<file path="src/design/swm_pkg.sv">
package swm_pkg;

    localparam int MAX_WINDOW   = 64;
    localparam int SAMPLE_WIDTH = 16;
    localparam int POS_W        = 8;
    localparam int WIN_W        = 7;
    localparam int FILL_W       = 7;
    localparam int DATA_W       = ((SAMPLE_WIDTH + 7) / 8) * 8;

    localparam logic [WIN_W-1:0]  WIN_RESET = WIN_W'(3);
    localparam logic [FILL_W-1:0] FILL_MAX  = '1;

    typedef logic signed [SAMPLE_WIDTH-1:0] t_sample;
    typedef logic [POS_W-1:0]               t_pos;
    typedef logic [WIN_W-1:0]               t_win;

    // command broadcast to every cell of the row
    typedef struct packed {
        logic    load;   // an item is taken in this cycle
        logic    shift;  // the row moves one place toward the head
        logic    clear;  // the item opens a new sequence
        t_sample sample;
        t_pos    pos;
        t_win    win;
    } t_cell_cmd;

    // what a cell shows its neighbors
    typedef struct packed {
        logic    valid;
        logic    keep;
        t_sample value;
        t_pos    pos;
    } t_link;

endpackage

</file>
<file path="src/design/swm_cell.sv">
module swm_cell (
    input  logic              i_clk,
    input  logic              i_rst_n,
    input  swm_pkg::t_cell_cmd i_cmd,
    input  logic              i_head,
    input  logic              i_left_keep,
    input  swm_pkg::t_link    i_right,
    output swm_pkg::t_link    o_link,
    output logic              o_aged,
    output swm_pkg::t_sample  o_next_value
);
    import swm_pkg::*;

    logic    r_valid;
    t_sample r_value;
    t_pos    r_pos;
    logic    n_valid;
    t_sample n_value;
    t_pos    n_pos;
    logic    keep;
    logic    not_above;
    t_pos    age;

    // candidate survives unless the new item is at least as large
    assign not_above = (r_value <= i_cmd.sample);
    assign keep      = r_valid && !i_cmd.clear && !(i_cmd.load && not_above);
    assign age       = t_pos'(i_cmd.pos - r_pos);
    assign o_aged    = r_valid && (age >= POS_W'(i_cmd.win));

    always_comb begin
        n_valid = keep;
        n_value = r_value;
        n_pos   = r_pos;
        if (i_cmd.shift) begin
            if (i_right.keep) begin
                n_valid = 1'b1;
                n_value = i_right.value;
                n_pos   = i_right.pos;
            end else if (i_cmd.load && (keep || i_head)) begin
                n_valid = 1'b1;
                n_value = i_cmd.sample;
                n_pos   = i_cmd.pos;
            end else begin
                n_valid = 1'b0;
            end
        end else if (i_cmd.load && !keep && i_left_keep) begin
            n_valid = 1'b1;
            n_value = i_cmd.sample;
            n_pos   = i_cmd.pos;
        end
    end

    always_ff @(posedge i_clk) begin
        if (!i_rst_n) begin
            r_valid <= 1'b0;
        end else begin
            r_valid <= n_valid;
        end
    end

    always_ff @(posedge i_clk) begin
        r_value <= n_value;
        r_pos   <= n_pos;
    end

    assign o_link.valid  = r_valid;
    assign o_link.keep   = keep;
    assign o_link.value  = r_value;
    assign o_link.pos    = r_pos;
    assign o_next_value  = n_value;

endmodule

</file>
<file path="config.mk">
export PLATFORM = sky130hd
export DESIGN_NAME = swm_cell
export DESIGN_NICKNAME = d
export VERILOG_FILES = /design/src/design/swm_pkg.sv /design/src/design/swm_cell.sv
export SDC_FILE = /design/constraint.sdc
export NUM_CORES = 1
export LEC_CHECK = 0
export ABC_AREA = 1
export BUFFER_PORTS_ARGS = -buffer_cell sky130_fd_sc_hd__buf_2
export CAP_MARGIN = 20
export CORE_UTILIZATION = 53
export DETAILED_ROUTE_END_ITERATION = 8
export GPL_TIMING_DRIVEN = 0
export PLACE_DENSITY = 0.95
export SYNTH_ARGS = -nofsm -noshare
export SYNTH_HDL_FRONTEND = slang
export SYNTH_SLANG_ARGS = --single-unit
</file>
<file path="constraint.sdc">
create_clock -name i_clk -period 6.3 [get_ports i_clk]
set_input_delay 1.575 -clock i_clk [delete_from_list [all_inputs] [get_ports i_clk]]
set_output_delay 1.575 -clock i_clk [all_outputs]
set_load 0.1 [all_outputs]
</file>
==> reports/metrics.csv <==
stage,metric,value,unit
worst_setup_path,Critical Path AT,4090,ps
worst_setup_path,Critical Path Start Type,primary input,
worst_setup_path,crit path capture type,output pin,
yosys,synth warn,0,
timing,worst-margin pin slew,796,ps
routing,Via Count,2760,
timing,Final Hold Viols,0,
cells_and_area,fin nets,580,
worst_setup_path,Crit path required time,4720,ps
grt,vias in the first global route,2690,
yosys,post-synth top area share,0.141,
yosys,Synth area leaders,"ha_1 (14%), dfxtp_1 (13%), nand2_1 (11%)",
timing,final clock skew,2.67,ps
timing,setup_tns,0,ps
worst_setup_path,Setup CP Type,primary input to output pin,
yosys,Post-synth EDFFs,8,
clock_tree,clock buffer depth,2,
yosys,Netlist cell types,32,
yosys,sequential area share after synthesis,0.219,
floorplan,Initial Util,0.555,
yosys,Post-Syn Instances,375,
worst_setup_path,Critical Path Fanout Max,2,
routing,drt initial violations,158,
timing,unrepaired setup endpoints after global routing,no,
yosys,list of most frequent post-synthesis cells,"nand2_1 (79), inv_1 (71), nor2_1 (39)",
worst_setup_path,reg2reg path depth,12,
place,gpl congestion,0.841,
clock_tree,Post-CTS Setup Bufs,0,
grt,pin count of the biggest net entering global routing,15,
yosys,cell taking the most area after synthesis,ha_1,
floorplan,core area,0.00479,mm^2
grt,initial antenna violation count,0,
clock_tree,CTS Hold Bufs,0,
cells_and_area,cell area after layout,0.00331,mm^2
worst_setup_path,"reg-to-reg slack, setup",3520,ps
worst_setup_path,worst r2r src,r_value[15]$_DFF_P_,
clock_tree,CTS Buf Count,3,
timing,Max Slew Vio Count,0,
power,VDD IR max,0.170,mV
grt,first-pass GRT wire length,11300,um
yosys,Syn Area/Cell,7.08,um^2
place,Post-Place Cells,547,
timing,Final setup viols,0,
yosys,Syn Nets,470,
floorplan,Die ar.,0.00529,mm^2
yosys,Mapped Area,0.00265,mm^2
job,maxcap violations,0,
clock_tree,clock root cell,clkbuf_8,
worst_hold_path,startpoint of the worst hold path,r_value[0]$_DFF_P_,
grt,GRT overflow,0,
cells_and_area,Post-Layout Cell Count,551,
floorplan,die width,72.8,um
clock_tree,clock latency on the worst-skew pair,270,ps
power,Leakage,1.94,nW
worst_hold_path,hold crit path type,flop to flop,
run_status,outcome,"finished, final reports clean",
cells_and_area,Antenna diodes,0,
yosys,top-count cell post-synth,nand2_1,
yosys,ys async rst share,0,
routing,drc violations,0,
power,Pwr Total,0.826,mW
cells_and_area,Area growth syn-to-layout,24.7,%
worst_hold_path,Hold Path Depth,4,
timing,Rel. slew slack,0.467,
yosys,top_reg_cell synth,dfxtp_1,
cells_and_area,share of cells above drive strength 1,0.322,
place,DP HPWL,5600,um
routing,antenna-violating nets left,0,
timing,Max Clk Rate,0.176,GHz
worst_hold_path,Hold Path End,r_value[0]$_DFF_P_,
yosys,synthesis-stage register bit count,25,
clock_tree,cts repair resizes,0,
clock_tree,clk sinks,25,
timing,post-route clock period utilization,0.899,
routing,routed wire length,6980,um
routing,number of vias per cell,5.01,
clock_tree,CTS tree,done,
grt,GRT Total Usage,0.267,
clock_tree,htree depth,1,
timing,post-layout min period,5670,ps
floorplan,Ports,107,
place,DP Area,0.00326,mm^2
clock_tree,clk slew on worst S/H paths,90,ps
power,pwr/cell area,250,mW/mm^2
routing,drt pass-1 iters,4,
floorplan,std cell rows,25,
place,count of port buffers added during placement,105,
worst_setup_path,Reg-to-Reg End,r_pos[7]$_DFFE_PP_,
floorplan,Die Height,72.8,um
routing,WL/cell,12.7,um
-- worst max-delay path by stage --
| stage | endpoint | slack [ps] | from | cells after the start |
|---|---|---|---|---|
| 3_5_place_dp | o_aged | 610 | i_cmd[7] | 18 |
| 2_1_floorplan | o_aged | 820 | i_cmd[7] | 16 |
| 6_report | o_aged | 630 | i_cmd[7] | 18 |
| 3_3_place_gp | o_aged | 760 | i_cmd[7] | 18 |
| 5_1_grt | o_aged | 400 | i_cmd[7] | 18 |
| 4_1_cts | o_aged | 610 | i_cmd[7] | 18 |
-- registers in the layout, summed over array words and instances (netlist names) --
register	flops
r_pos	8
r_value	16
r_valid	1
-- cell families (layout without fill, tap and decap cells) --
kind of cell,Yosys count,after routing,synth area share
simple gates,180,180,0.328
buf+inv,87,196,0.159
compound gates,38,38,0.0924
fa+ha+maj,31,31,0.149
flops,25,25,0.219
xor+xnor,7,7,0.0231
mux,7,7,0.0297
-- layout by cell type, fill, tap and decap left out --
cell type	instances
nand3_2	11
fa_1	1
nand2_4	2
ha_1	30
xor2_1	3
o21ai_1	2
nand2_1	79
nand4_1	2
nor3_1	1
a21o_1	1
mux2_2	7
clkbuf_1	2
dlygate4sd3_1	1
buf_4	3
nand2_8	2
o211ai_1	18
edfxtp_1	8
nor2_2	1
clkinv_2	1
nor2_1	39
o21a_1	2
inv_1	71
buf_12	1
buf_1	1
a21boi_0	1
o21ai_0	4
nand3_1	31
xnor2_1	4
a21oi_1	10
nand2_2	12
dfxtp_1	17
buf_2	107
clkbuf_8	9
-- routing by layer --
metal	GRT usage	share of wire	vias up
met3	0.0345	0.066	11
met1	0.308	0.42	1220
li1	-	-	1409
met5	0	0	-
met4	0.0850	0.013	0
met2	0.506	0.50	120
-- through the flow --
step / hold WS, ps / setup slack (ps) / utilization
finish: 618 / 634 / 0.692
global route: 670 / 399 / 0.692
floorplan: 858 / 816 / -
CTS: 624 / 612 / 0.692
detailed placement: 607 / 614 / 0.682
global placement: 597 / 760 / 0.682
-- power breakdown --
part           switching [mW]  internal [mW]
clock                  0.0557         0.0444
sequential             0.0198          0.187
combinational           0.393          0.126
total                   0.468          0.357
-- worst max-delay path: stages --
cell and delay, ps:
buf_2 100, inv_1 60, ha_1 140, inv_1 60
fa_1 400, nand3_1 100, nand3_1 110, a21o_1 190
a21oi_1 150, xnor2_1 140, ha_1 250, inv_1 70
nor2_1 40, nor2_1 80, o21ai_0 80, o21ai_0 190
inv_1 60, buf_2 290
-- area by class of cell --
type,instances,area (um^2)
buffer,16,156
clock buffer,3,41.3
clock inverter,1,5.00
fill,371,1480
inverter,71,267
multi-input combinational,263,1650
sequential,25,581
tap,67,83.8
timing repair buffer,105,526
No activity file was read; power rests on OpenSTA's default activity.
